===== src/rtl/core/apc_pkg.sv =====
package apc_pkg;

    // sample width and derived widths
    localparam int SAMPLE_BITS = 24;
    localparam int THR_BITS    = 23;
    localparam int GAIN_BITS   = 8;
    localparam int COEF_BITS   = 8;
    localparam int ACC_BITS    = SAMPLE_BITS + GAIN_BITS;
    localparam int NUM_BITS    = THR_BITS + GAIN_BITS;
    localparam int CMP_BITS    = (SAMPLE_BITS > THR_BITS) ? SAMPLE_BITS : THR_BITS;
    localparam int CNT_BITS    = $clog2(SAMPLE_BITS + 1);
    localparam int CFG_IDX_BITS  = 2;
    localparam int CFG_DATA_BITS = THR_BITS;

    typedef logic signed [SAMPLE_BITS-1:0] t_sample;
    typedef logic [SAMPLE_BITS-1:0]        t_mag;
    typedef logic [ACC_BITS-1:0]           t_acc;
    typedef logic [NUM_BITS-1:0]           t_num;
    typedef logic [CMP_BITS-1:0]           t_cmp;
    typedef logic [CNT_BITS-1:0]           t_cnt;
    typedef logic [THR_BITS-1:0]           t_thr;
    typedef logic [GAIN_BITS-1:0]          t_gain;
    typedef logic [COEF_BITS-1:0]          t_coef;
    typedef logic [CFG_IDX_BITS-1:0]       t_cfg_idx;
    typedef logic [CFG_DATA_BITS-1:0]      t_cfg_data;

    // unity gain and register reset values
    localparam t_gain GAIN_ONE      = t_gain'(255);
    localparam t_thr  THR_RESET     = t_thr'(31000);
    localparam t_coef ATTACK_RESET  = t_coef'(10);
    localparam t_coef RELEASE_RESET = t_coef'(200);

    // register indexes
    localparam t_cfg_idx CFG_THRESHOLD = t_cfg_idx'(0);
    localparam t_cfg_idx CFG_ATTACK    = t_cfg_idx'(1);
    localparam t_cfg_idx CFG_RELEASE   = t_cfg_idx'(2);

    // divider request and response
    typedef struct packed {
        logic start;
        t_mag rem;
        t_mag low;
        t_mag divisor;
        t_cnt steps;
    } t_div_req;

    typedef struct packed {
        logic done;
        t_mag quo;
    } t_div_rsp;

endpackage


===== src/rtl/core/apc_serial_div.sv =====
module apc_serial_div (
    input  logic              i_clk,
    input  logic              i_rst_n,
    input  apc_pkg::t_div_req i_req,
    output apc_pkg::t_div_rsp o_rsp
);
    import apc_pkg::*;

    logic                 r_busy;
    logic                 r_done;
    t_cnt                 r_cnt;
    t_mag                 r_rem;
    t_mag                 r_low;
    t_mag                 r_div;
    t_mag                 r_quo;
    logic [SAMPLE_BITS:0] w_trial;
    logic [SAMPLE_BITS:0] w_diff;
    logic                 w_ge;

    // one restoring step: bring down the next dividend bit
    always_comb begin
        w_trial = {r_rem, r_low[SAMPLE_BITS-1]};
        w_ge    = (w_trial >= {1'b0, r_div});
        w_diff  = w_trial - {1'b0, r_div};
    end

    // control
    always_ff @(posedge i_clk) begin
        if (!i_rst_n) begin
            r_busy <= 1'b0;
            r_done <= 1'b0;
            r_cnt  <= '0;
        end else begin
            r_done <= 1'b0;
            if (i_req.start) begin
                r_busy <= 1'b1;
                r_cnt  <= i_req.steps;
            end else if (r_busy) begin
                r_cnt <= r_cnt - t_cnt'(1);
                if (r_cnt == t_cnt'(1)) begin
                    r_busy <= 1'b0;
                    r_done <= 1'b1;
                end
            end
        end
    end

    // datapath shift registers
    always_ff @(posedge i_clk) begin
        if (i_req.start) begin
            r_rem <= i_req.rem;
            r_low <= i_req.low;
            r_div <= i_req.divisor;
            r_quo <= '0;
        end else if (r_busy) begin
            r_rem <= w_ge ? w_diff[SAMPLE_BITS-1:0] : w_trial[SAMPLE_BITS-1:0];
            r_low <= r_low << 1;
            r_quo <= {r_quo[SAMPLE_BITS-2:0], w_ge};
        end
    end

    assign o_rsp.done = r_done;
    assign o_rsp.quo  = r_quo;

endmodule


===== src/rtl/core/audio_peak_compressor.sv =====
// Peak compressor for signed audio with a smoothed gain.
// Input channel: i_in_valid / o_in_stall with i_sample_in; a transfer happens
// at a rising edge with valid high and stall low.
// Output channel: o_out_valid / i_out_stall with o_sample_out and
// o_applied_gain (255 is unity); one result per input sample.
// Configuration: i_cfg_valid / o_cfg_ready with i_cfg_index and i_cfg_data;
// index 0 threshold, 1 attack coefficient, 2 release coefficient, any other
// index is dropped. Write only while no sample is in flight.
// The bit-serial datapath runs an 8-step gain division (skipped when the
// magnitude is within the threshold), an 8-step smoothing multiply, an 8-step
// divide by 255, an 8-step output multiply and a SAMPLE_BITS-step divide by
// 255; the three divisions go through one shared serial divider.
// The core takes no new sample until the previous result sits in the output
// register; the next input is then taken even while the output is stalled.
// Reset (synchronous, active low) restores threshold 31000, attack 10,
// release 200 and a smoothed gain of zero, and empties the output register.
// A stalled result holds its value; the core waits only if a new result is
// ready while the old one has not been taken.
module audio_peak_compressor (
    input  logic                i_clk,
    input  logic                i_rst_n,
    input  logic                i_in_valid,
    output logic                o_in_stall,
    input  apc_pkg::t_sample    i_sample_in,
    output logic                o_out_valid,
    input  logic                i_out_stall,
    output apc_pkg::t_sample    o_sample_out,
    output apc_pkg::t_gain      o_applied_gain,
    input  logic                i_cfg_valid,
    output logic                o_cfg_ready,
    input  apc_pkg::t_cfg_idx   i_cfg_index,
    input  apc_pkg::t_cfg_data  i_cfg_data
);
    import apc_pkg::*;

    localparam logic [3:0] S_IDLE  = 4'd0;
    localparam logic [3:0] S_PREP  = 4'd1;
    localparam logic [3:0] S_GAIN  = 4'd2;
    localparam logic [3:0] S_SMSET = 4'd3;
    localparam logic [3:0] S_SMUL  = 4'd4;
    localparam logic [3:0] S_SDIV  = 4'd5;
    localparam logic [3:0] S_OMUL  = 4'd6;
    localparam logic [3:0] S_ODIV  = 4'd7;
    localparam logic [3:0] S_DONE  = 4'd8;

    logic [3:0] r_state, n_state;
    t_thr       r_threshold;
    t_coef      r_attack;
    t_coef      r_release;
    t_gain      r_smoothed, n_smoothed;
    t_mag       r_mag, n_mag;
    logic       r_neg, n_neg;
    t_gain      r_gain, n_gain;
    t_acc       r_acc, n_acc;
    t_gain      r_ma, n_ma;
    t_gain      r_mb, n_mb;
    t_mag       r_xa, n_xa;
    t_gain      r_xb, n_xb;
    logic [2:0] r_mcnt, n_mcnt;
    t_mag       r_omag, n_omag;
    logic       r_out_valid, n_out_valid;
    t_mag       r_out_sample, n_out_sample;
    t_gain      r_out_gain, n_out_gain;

    t_div_req   w_div_req;
    t_div_rsp   w_div_rsp;
    t_num       w_num;
    t_coef      w_weight;
    t_acc       w_mac;
    logic       w_out_free;
    logic       w_in_xfer;

    apc_serial_div u_div (
        .i_clk   (i_clk),
        .i_rst_n (i_rst_n),
        .i_req   (w_div_req),
        .o_rsp   (w_div_rsp)
    );

    assign o_in_stall  = (r_state != S_IDLE);
    assign o_cfg_ready = 1'b1;
    assign w_in_xfer   = i_in_valid && !o_in_stall;
    assign w_out_free  = !r_out_valid || !i_out_stall;

    // threshold times 255 as a shift and subtract
    assign w_num    = {r_threshold, 8'd0} - {8'd0, r_threshold};
    assign w_weight = (r_smoothed > r_gain) ? r_attack : r_release;

    // msb-first shift-add step for both multipliers
    assign w_mac = (r_acc << 1)
                 + (r_ma[GAIN_BITS-1] ? t_acc'(r_xa) : '0)
                 + (r_mb[GAIN_BITS-1] ? t_acc'(r_xb) : '0);

    // sequencer
    always_comb begin
        n_state      = r_state;
        n_smoothed   = r_smoothed;
        n_mag        = r_mag;
        n_neg        = r_neg;
        n_gain       = r_gain;
        n_acc        = r_acc;
        n_ma         = r_ma;
        n_mb         = r_mb;
        n_xa         = r_xa;
        n_xb         = r_xb;
        n_mcnt       = r_mcnt;
        n_omag       = r_omag;
        n_out_valid  = r_out_valid;
        n_out_sample = r_out_sample;
        n_out_gain   = r_out_gain;
        w_div_req    = '0;

        if (r_out_valid && !i_out_stall) begin
            n_out_valid = 1'b0;
        end

        unique case (r_state)
            S_IDLE: begin
                if (w_in_xfer) begin
                    n_neg   = i_sample_in[SAMPLE_BITS-1];
                    n_mag   = n_neg ? (~$unsigned(i_sample_in) + t_mag'(1))
                                    : $unsigned(i_sample_in);
                    n_state = S_PREP;
                end
            end
            S_PREP: begin
                if (t_cmp'(r_mag) > t_cmp'(r_threshold)) begin
                    // quotient is below 255, so 8 steps suffice
                    w_div_req.start   = 1'b1;
                    w_div_req.rem     = t_mag'(w_num[NUM_BITS-1:8]);
                    w_div_req.low     = t_mag'(w_num[7:0]) << (SAMPLE_BITS - 8);
                    w_div_req.divisor = r_mag;
                    w_div_req.steps   = t_cnt'(GAIN_BITS);
                    n_state = S_GAIN;
                end else begin
                    n_gain  = GAIN_ONE;
                    n_state = S_SMSET;
                end
            end
            S_GAIN: begin
                if (w_div_rsp.done) begin
                    n_gain  = w_div_rsp.quo[GAIN_BITS-1:0];
                    n_state = S_SMSET;
                end
            end
            S_SMSET: begin
                n_acc   = '0;
                n_ma    = w_weight;
                n_mb    = GAIN_ONE - w_weight;
                n_xa    = t_mag'(r_smoothed);
                n_xb    = r_gain;
                n_mcnt  = '0;
                n_state = S_SMUL;
            end
            S_SMUL: begin
                n_acc  = w_mac;
                n_ma   = r_ma << 1;
                n_mb   = r_mb << 1;
                n_mcnt = r_mcnt + 3'd1;
                if (r_mcnt == 3'd7) begin
                    // weighted sum over 255, quotient fits 8 bits
                    w_div_req.start   = 1'b1;
                    w_div_req.rem     = t_mag'(w_mac[15:8]);
                    w_div_req.low     = t_mag'(w_mac[7:0]) << (SAMPLE_BITS - 8);
                    w_div_req.divisor = t_mag'(GAIN_ONE);
                    w_div_req.steps   = t_cnt'(GAIN_BITS);
                    n_state = S_SDIV;
                end
            end
            S_SDIV: begin
                if (w_div_rsp.done) begin
                    n_smoothed = w_div_rsp.quo[GAIN_BITS-1:0];
                    n_acc      = '0;
                    n_ma       = w_div_rsp.quo[GAIN_BITS-1:0];
                    n_mb       = '0;
                    n_xa       = r_mag;
                    n_xb       = '0;
                    n_mcnt     = '0;
                    n_state    = S_OMUL;
                end
            end
            S_OMUL: begin
                n_acc  = w_mac;
                n_ma   = r_ma << 1;
                n_mb   = r_mb << 1;
                n_mcnt = r_mcnt + 3'd1;
                if (r_mcnt == 3'd7) begin
                    // magnitude times gain over 255
                    w_div_req.start   = 1'b1;
                    w_div_req.rem     = t_mag'(w_mac[ACC_BITS-1:SAMPLE_BITS]);
                    w_div_req.low     = w_mac[SAMPLE_BITS-1:0];
                    w_div_req.divisor = t_mag'(GAIN_ONE);
                    w_div_req.steps   = t_cnt'(SAMPLE_BITS);
                    n_state = S_ODIV;
                end
            end
            S_ODIV: begin
                if (w_div_rsp.done) begin
                    n_omag  = w_div_rsp.quo;
                    n_state = S_DONE;
                end
            end
            S_DONE: begin
                if (w_out_free) begin
                    n_out_valid  = 1'b1;
                    n_out_sample = r_neg ? (~r_omag + t_mag'(1)) : r_omag;
                    n_out_gain   = r_smoothed;
                    n_state      = S_IDLE;
                end
            end
            default: begin
                n_state = S_IDLE;
            end
        endcase
    end

    // control state and configuration
    always_ff @(posedge i_clk) begin
        if (!i_rst_n) begin
            r_state     <= S_IDLE;
            r_out_valid <= 1'b0;
            r_smoothed  <= '0;
            r_threshold <= THR_RESET;
            r_attack    <= ATTACK_RESET;
            r_release   <= RELEASE_RESET;
        end else begin
            r_state     <= n_state;
            r_out_valid <= n_out_valid;
            r_smoothed  <= n_smoothed;
            if (i_cfg_valid && o_cfg_ready) begin
                unique case (i_cfg_index)
                    CFG_THRESHOLD: r_threshold <= i_cfg_data[THR_BITS-1:0];
                    CFG_ATTACK:    r_attack    <= i_cfg_data[COEF_BITS-1:0];
                    CFG_RELEASE:   r_release   <= i_cfg_data[COEF_BITS-1:0];
                    default: ;
                endcase
            end
        end
    end

    // datapath registers
    always_ff @(posedge i_clk) begin
        r_mag        <= n_mag;
        r_neg        <= n_neg;
        r_gain       <= n_gain;
        r_acc        <= n_acc;
        r_ma         <= n_ma;
        r_mb         <= n_mb;
        r_xa         <= n_xa;
        r_xb         <= n_xb;
        r_mcnt       <= n_mcnt;
        r_omag       <= n_omag;
        r_out_sample <= n_out_sample;
        r_out_gain   <= n_out_gain;
    end

    assign o_out_valid    = r_out_valid;
    assign o_sample_out   = $signed(r_out_sample);
    assign o_applied_gain = r_out_gain;

`ifndef SYNTHESIS
    // divider finishes only while the sequencer waits for it
    a_div_done_state: assert property (@(posedge i_clk) disable iff (!i_rst_n)
        w_div_rsp.done |-> (r_state == S_GAIN || r_state == S_SDIV || r_state == S_ODIV))
        else $error("divider done outside a divide state");

    // gain and smoothing quotients fit in 8 bits
    a_gain_quo_narrow: assert property (@(posedge i_clk) disable iff (!i_rst_n)
        (w_div_rsp.done && (r_state == S_GAIN || r_state == S_SDIV))
        |-> (w_div_rsp.quo >> GAIN_BITS) == '0)
        else $error("gain quotient exceeds 8 bits");

    // instantaneous gain from division stays below unity
    a_gain_below_one: assert property (@(posedge i_clk) disable iff (!i_rst_n)
        (w_div_rsp.done && r_state == S_GAIN) |-> w_div_rsp.quo[GAIN_BITS-1:0] != GAIN_ONE)
        else $error("divided gain reached unity");

    // a finished sample lands in the output register when it is free
    a_done_loads_out: assert property (@(posedge i_clk) disable iff (!i_rst_n)
        (r_state == S_DONE && w_out_free) |=> (o_out_valid && r_state == S_IDLE))
        else $error("result not loaded into output register");
`endif

endmodule

===== config.mk =====
export PLATFORM = sky130hd
export DESIGN_NAME = audio_peak_compressor
export DESIGN_NICKNAME = d
export VERILOG_FILES = /design/src/rtl/core/apc_pkg.sv /design/src/rtl/core/apc_serial_div.sv /design/src/rtl/core/audio_peak_compressor.sv
export SDC_FILE = /design/constraint.sdc
export NUM_CORES = 1
export LEC_CHECK = 0
export BUFFER_PORTS_ARGS = -buffer_cell sky130_fd_sc_hd__buf_2
export CAP_MARGIN = 20
export CORE_AREA = 2 2 275 223
export CTS_CLUSTER_DIAMETER = 60
export CTS_CLUSTER_SIZE = 30
export DETAILED_ROUTE_END_ITERATION = 10
export DIE_AREA = 0 0 277 225
export GPL_TIMING_DRIVEN = 0
export MAX_ROUTING_LAYER = met4
export PLACE_DENSITY_LB_ADDON = 0.2
export RECOVER_POWER = 50
export REMOVE_ABC_BUFFERS = 1
export SYNTH_ARGS = -nofsm -noshare
export SYNTH_HDL_FRONTEND = slang
export SYNTH_SLANG_ARGS = --single-unit

===== constraint.sdc =====
create_clock -name i_clk -period 11 [get_ports i_clk]
set_clock_uncertainty 0.2 [all_clocks]
set_input_delay 1.65 -clock i_clk [delete_from_list [all_inputs] [get_ports i_clk]]
set_output_delay 1.65 -clock i_clk [all_outputs]
set_load 0.02 [all_outputs]

# Yosys cells after proc, flatten, opt, wreduce, memory -nomap -nowiden
# Index checks and enable logic that the tools add are counted.
[word_totals] elab_cells=133 ram_bits=0 memories=0 latchBits=0 in_bits=54 ff_bits=326 rom_bits=0 out_inout_bits=35
[classes] order_cmp=3 shifts=0 eq_ne=20 bitwise_logic=4 add_sub_neg=9 mul=0 n_reduce_logical=26 mux=45 div=0
[op_table] cell="$mux 78" n=3
[op_table] cell="$pmux 78 s3" n=1
[op_table] cell="$mux 24" n=8
[op_table] cell="$pmux 31 s3" n=1
[op_table] cell="$add 24x1->24 const B" n=2
[op_table] cell="$not 24->24" n=2
[op_table] cell="$pmux 24 s2" n=1
[op_table] cell="$pmux 8 s3" n=2
[op_table] cell="$mux 8" n=5
[op_table] cell="$pmux 4 s9" n=1
[op_table] cell="$add 32x24->32" n=1
[op_table] cell="$add 32x8->32" n=1
[op_table] cell="$pmux 8 s2" n=2
[op_table] cell="$mux 31" n=1
[op_table] cell="$sub 31x23->31" n=1
[op_table] cell="$mux 4" n=7
[op_table] cell="$ge 25x24->1" n=1
[op_table] cell="$gt 24x23->1" n=1
[op_table] cell="$sub 24x24->24" n=1
[op_table] cell="$mux 23" n=1
[op_table] cell="$reduce_and 2->1" n=9
[op_table] cell="$eq 4x3->1 const B" n=4
[op_table] cell="$mux 5" n=2
[op_table] cell="$ne 2x2->1 const B" n=5
[op_table] cell="other kinds (28)" n=44

# Longest topological paths before layout
[logic_depth] ltp_word=6 mapped_depth=16 ltp_nobuf=15

# By module
# Synthesis repeated with hierarchy kept, for this count alone.
[unflattened] hier_cells=1827 area_unflattened_um2=19059.5
[by_module_without_submodules] module="audio_peak_compressor" seq_area_each_um2=6175.9 instances=1 cells_per_inst=1313 area_per_inst_um2=13510.5
[by_module_without_submodules] module="apc_serial_div" seq_area_each_um2=2782.7 instances=1 cells_per_inst=514 area_per_inst_um2=5549.1

# Worst setup path after synthesis
# OpenSTA, ideal clock, no wires.
[synth_path] kind="input to register" start="input i_sample_in[5]" end="register r_mag[19], data pin" setup_time_ns=0.258 required_ns=10.542 path_stages=7 path_slack_ns=6.598 path_buffers=0 arrival_ns=3.944 cell_sequence="or4_4 -> or4_1 -> or2_4 -> or4_4 -> or3_4 -> o31ai_4 -> xnor2_1"
[synth_via] elab_chain_cells=3
[synth_lines] element="start: declaration" line_no="audio_peak_compressor.sv:24" rtl="input apc_pkg::t_sample i_sample_in,"
[synth_lines] element="$not 24->24" line_no="audio_peak_compressor.sv:121" rtl="n_mag = n_neg ? (~$unsigned(i_sample_in) + t_mag'(1))"
[synth_lines] element="$add 24x1->24" line_no="audio_peak_compressor.sv:121"
[synth_lines] element="$mux 23" line_no="audio_peak_compressor.sv:121"
[synth_lines] element="end signal: assignment" line_no="audio_peak_compressor.sv:243" rtl="r_mag <= n_mag;"
[synth_lines] element="end: declaration" line_no="audio_peak_compressor.sv:51" rtl="t_mag r_mag, n_mag;"
# Every way passes these cells.
# A chain may end at the register's enable or synchronous reset.

# Worst setup path after layout
[layout_path] start="register r_state[2]" end="register u_div.r_rem[2], data pin"
[layout_via] elab_chain_cells=3 word_cells_on_any_way=5 cone_classes="3 x eq/ne; 2 x mux"
[layout_lines] element="start: declaration" line_no="audio_peak_compressor.sv:46" rtl="logic [3:0] r_state, n_state;"
[layout_lines] element="start signal: assignment" line_no="audio_peak_compressor.sv:227" rtl="r_state <= n_state;"
[layout_lines] element="$eq 4x3->1 / $eq 4x1->1 (equally long branches)" line_no="audio_peak_compressor.sv:117" rtl="unique case (r_state)"
[layout_lines] element="$pmux 78 s3 (*)" line_no="audio_peak_compressor.sv:117"
[layout_lines] element="$mux 24 (*)" line_no="apc_serial_div.sv:50" rtl="if (i_req.start) begin"
[layout_lines] element="end signal: assignment" line_no="apc_serial_div.sv:51" rtl="r_rem <= i_req.rem;"
[layout_lines] element="end signal: assignment" line_no="apc_serial_div.sv:56" rtl="r_rem <= w_ge ? w_diff[SAMPLE_BITS-1:0] : w_trial[SAMPLE_BITS-1:0];"
[layout_lines] element="end: declaration" line_no="apc_serial_div.sv:12" rtl="t_mag r_rem;"
# Every way passes the cells marked *; elsewhere a longest branch is shown, timed or not.

==> flow_summary.ini <==
[outcome]
status = complete, but fails checks
violations = max-capacitance violations, max-slew violations

[drt]
wl_per_cell_um = 19.30
drtPass1Iterations = 5
ant_nets = 0
vias_per_cell = 5.117
first_iter_violations = 1016
drc_errors = 0
wl_um = 50040
vias = 13270

[timing]
fmax_mhz = 184.6
slew_headroom_pct = -67.45
hold_violations = 0
setup_viol = 0
period_share_pct = 49.24
finalSetupTns_ps = 0
min_period_ps = 5417
grt_setup_unrepaired = no
worst_pin_slew_ps = 2512
drv_slew = 87

[logic_synthesis]
synthDistinctLibCells = 71
synth-edff-count = 243
async_flop_share_pct = 0
syn_avg_cell_area_um2 = 10.62
synthesis.area_um2 = 18250
synth_flop_cell = edfxtp_1
yosys_warnings = 0
synth_seq_area_share_pct = 49.08
yosysTopAreaCell = edfxtp_1
ys_ff_latch = 326
synth_top_area_share_pct = 39.98
netlist_instances = 1718
synth_area_leaders = edfxtp_1 40%, dfxtp_1 9.1%, ha_1 8.1%, xnor2_1 4.3%, mux2i_1 3.3%

[worst_setup_path]
critPathLaunchType = register
arrival_ps = 5490
timing.rr.start = r_state[2]
path_max_fanout = 73
crit_path_end_kind = register
critPathRequiredTime_ps = 11070
worst-setup-path-type = register to register
reg2reg_to = u_div.r_rem[2]
reg2regPathDepth = 9
r2r_slack_ps = 5580

[worst_hold_path]
hold_end = r_omag[23]
min_from = u_div.r_quo[23]
hold_depth = 0
hp-class = register to register

[place]
dp_hpwl_um = 36840
globalplace.congestion = 0.8527
placed_area_um2 = 19730
io_buffers = 87

[final_layout]
drive_gt1_share_pct = 10.53
diodes = 0
areaGrowthSynthToFinish_pct = 13.98
final_cell_mix = 243 x edfxtp_1, 153 x nand2_1, 118 x ha_1
final_cell_area_um2 = 20800
fillers = 5973
fin_nets = 1968
final_common_cell = edfxtp_1

[global_route]
grt_pass1_vias = 12740
grt_use_total_pct = 16.35
antenna_found_initial = 1
grt_pass1_wl_um = 76700
grt_max_degree = 74
overflow = 0

[die]
ioPinCount = 89
start_util_pct = 30.80
die_width_um = 277
num_rows = 80
dieArea_um2 = 62330
die_y_um = 225
core-area_um2 = 59260

[clocking]
cts_buffers = 35
cts_resized = 0
cts.sinks = 326
htree_levels = 2
cts_tree = built
clockBufferDepth = 3
clock_latency_ps = 570
post_cts_buffers = 0
cts_hold_buf = 0
clkTransAtPathRegs_ps = 70
cts_root_buffer = clkbuf_16

[power_and_ir_drop]
ir_drop_mv = 0.1037
power_density_nw_per_um2 = 253.1
leakagePower_nw = 8.076

[job]
drv_cap = 2
-- kinds of logic (layout without fill, tap and decap cells) --
family | Yosys count | in the layout | share of synthesized area, %
DFF | 326 | 326 | 49.08
AOI/OAI and AO/OA | 386 | 386 | 14.41
muxes | 73 | 73 | 4.086
buffers and inverters | 156 | 252 | 3.243
and+or+nand+nor | 536 | 536 | 14.66
adders and majority gates | 127 | 127 | 9.077
xor gates and xnor gates | 113 | 113 | 5.423
other | 1 | 1 | 0.02055
-- critical path, stage by stage (launching register included) --
cell,delay [ps]
dfxtp_1,520
nand2b_1,280
nor2_1,870
clkbuf_1,780
nand2_1,640
a21boi_4,340
buf_12,220
inv_4,650
o21ai_0,310
o21bai_1,220
-- per-stage QoR --
stage          hold WS [ps]  util [%]  power, mW  cells  worst slack, ps
3_3_place_gp          224.2     32.72      3.958   2513            615.1
5_1_grt               262.4     35.11      5.599   2593             5165
4_1_cts               235.5     35.43      5.326   2593             5798
3_5_place_dp          220.5     33.30      4.016   2529             5892
6_report              233.8     35.11      5.266   2593             5583
2_1_floorplan         207.6         -      3.352   1647             5356
-- power breakdown --
part / internal (mW) / leakage [nW] / total [mW] / switching [mW]
combinational: 0.823 / 4.51 / 2.07 / 1.24
sequential: 1.72 / 2.96 / 1.91 / 0.196
clock: 0.693 / 0.609 / 1.29 / 0.593
-- cell type report --
| cell class | count | area [µm²] | area share (%) |
|---|---|---|---|
| Multi-Input combinational cell | 1236 | 8721 | 41.92 |
| Tap cell | 779 | 974.7 | 4.685 |
| Clock inverter | 27 | 349.1 | 1.678 |
| Sequential cell | 326 | 8960 | 43.07 |
| Timing Repair Buffer | 103 | 561.8 | 2.701 |
| Clock buffer | 37 | 914.6 | 4.397 |
| Inverter | 85 | 321.6 | 1.546 |
-- cell usage after synthesis, types with 8 or more instances --
master and number:
a21boi_0 34, clkbuf_1 60, and2_1 74, nand4_1 17
o21ai_0 77, o31ai_1 12, nor2b_1 26, nor3_1 22
mux2_2 12, nand3_1 33, a31oi_1 14, nor2_1 109
a32oi_1 8, nand2_1 154, a21o_1 31, inv_1 85
buf_1 8, a211oi_1 8, mux2i_1 61, fa_1 9
edfxtp_1 243, o21a_1 13, o211ai_1 13, a22o_1 15
and3_1 29, xnor2_1 90, o22ai_1 16, a221oi_1 8
xor2_1 23, nand2b_1 25, ha_1 118, a21oi_1 74
dfxtp_1 83, or3_1 15
-- worst max path at each step --
stage / from / to / slack (ps) / depth (start not counted)
2_1_floorplan: r_threshold[1] / u_div.r_cnt[4] / 5360 / 11
6_report: r_state[2] / u_div.r_rem[2] / 5580 / 9
3_3_place_gp: r_threshold[1] / u_div.r_rem[2] / 620 / 11
5_1_grt: r_state[2] / u_div.r_rem[2] / 5170 / 9
4_1_cts: r_ma[7] / u_div.r_rem[1] / 5800 / 15
3_5_place_dp: r_ma[7] / u_div.r_rem[1] / 5890 / 15
-- sequential cells by signal (all words and copies together) (netlist names), 3 cells and up --
| name | count |
|---|---|
| r_gain | 8 |
| r_smoothed | 8 |
| r_state | 4 |
| r_mcnt | 3 |
| r_mag | 24 |
| r_ma | 8 |
| r_omag | 24 |
| o_applied_gain | 8 |
| o_sample_out | 24 |
| u_div.r_div | 24 |
| u_div.r_rem | 24 |
| r_attack | 8 |
| r_release | 8 |
| r_xa | 24 |
| r_acc | 31 |
| u_div.r_quo | 24 |
| r_mb | 8 |
| r_threshold | 23 |
| r_xb | 8 |
| u_div.r_cnt | 5 |
| u_div.r_low | 24 |
-- routing by layer --
| metal | GRT usage (%) | part of all wire, % | vias up |
|---|---|---|---|
| li1 | - | - | 6414 |
| met5 | - | 0 | - |
| met4 | 3.927 | 1.8 | 0 |
| met3 | 2.882 | 6.3 | 63 |
| met2 | 22.98 | 41 | 371 |
| met1 | 24.16 | 51 | 6420 |
Power figures use the tool's default switching activity.
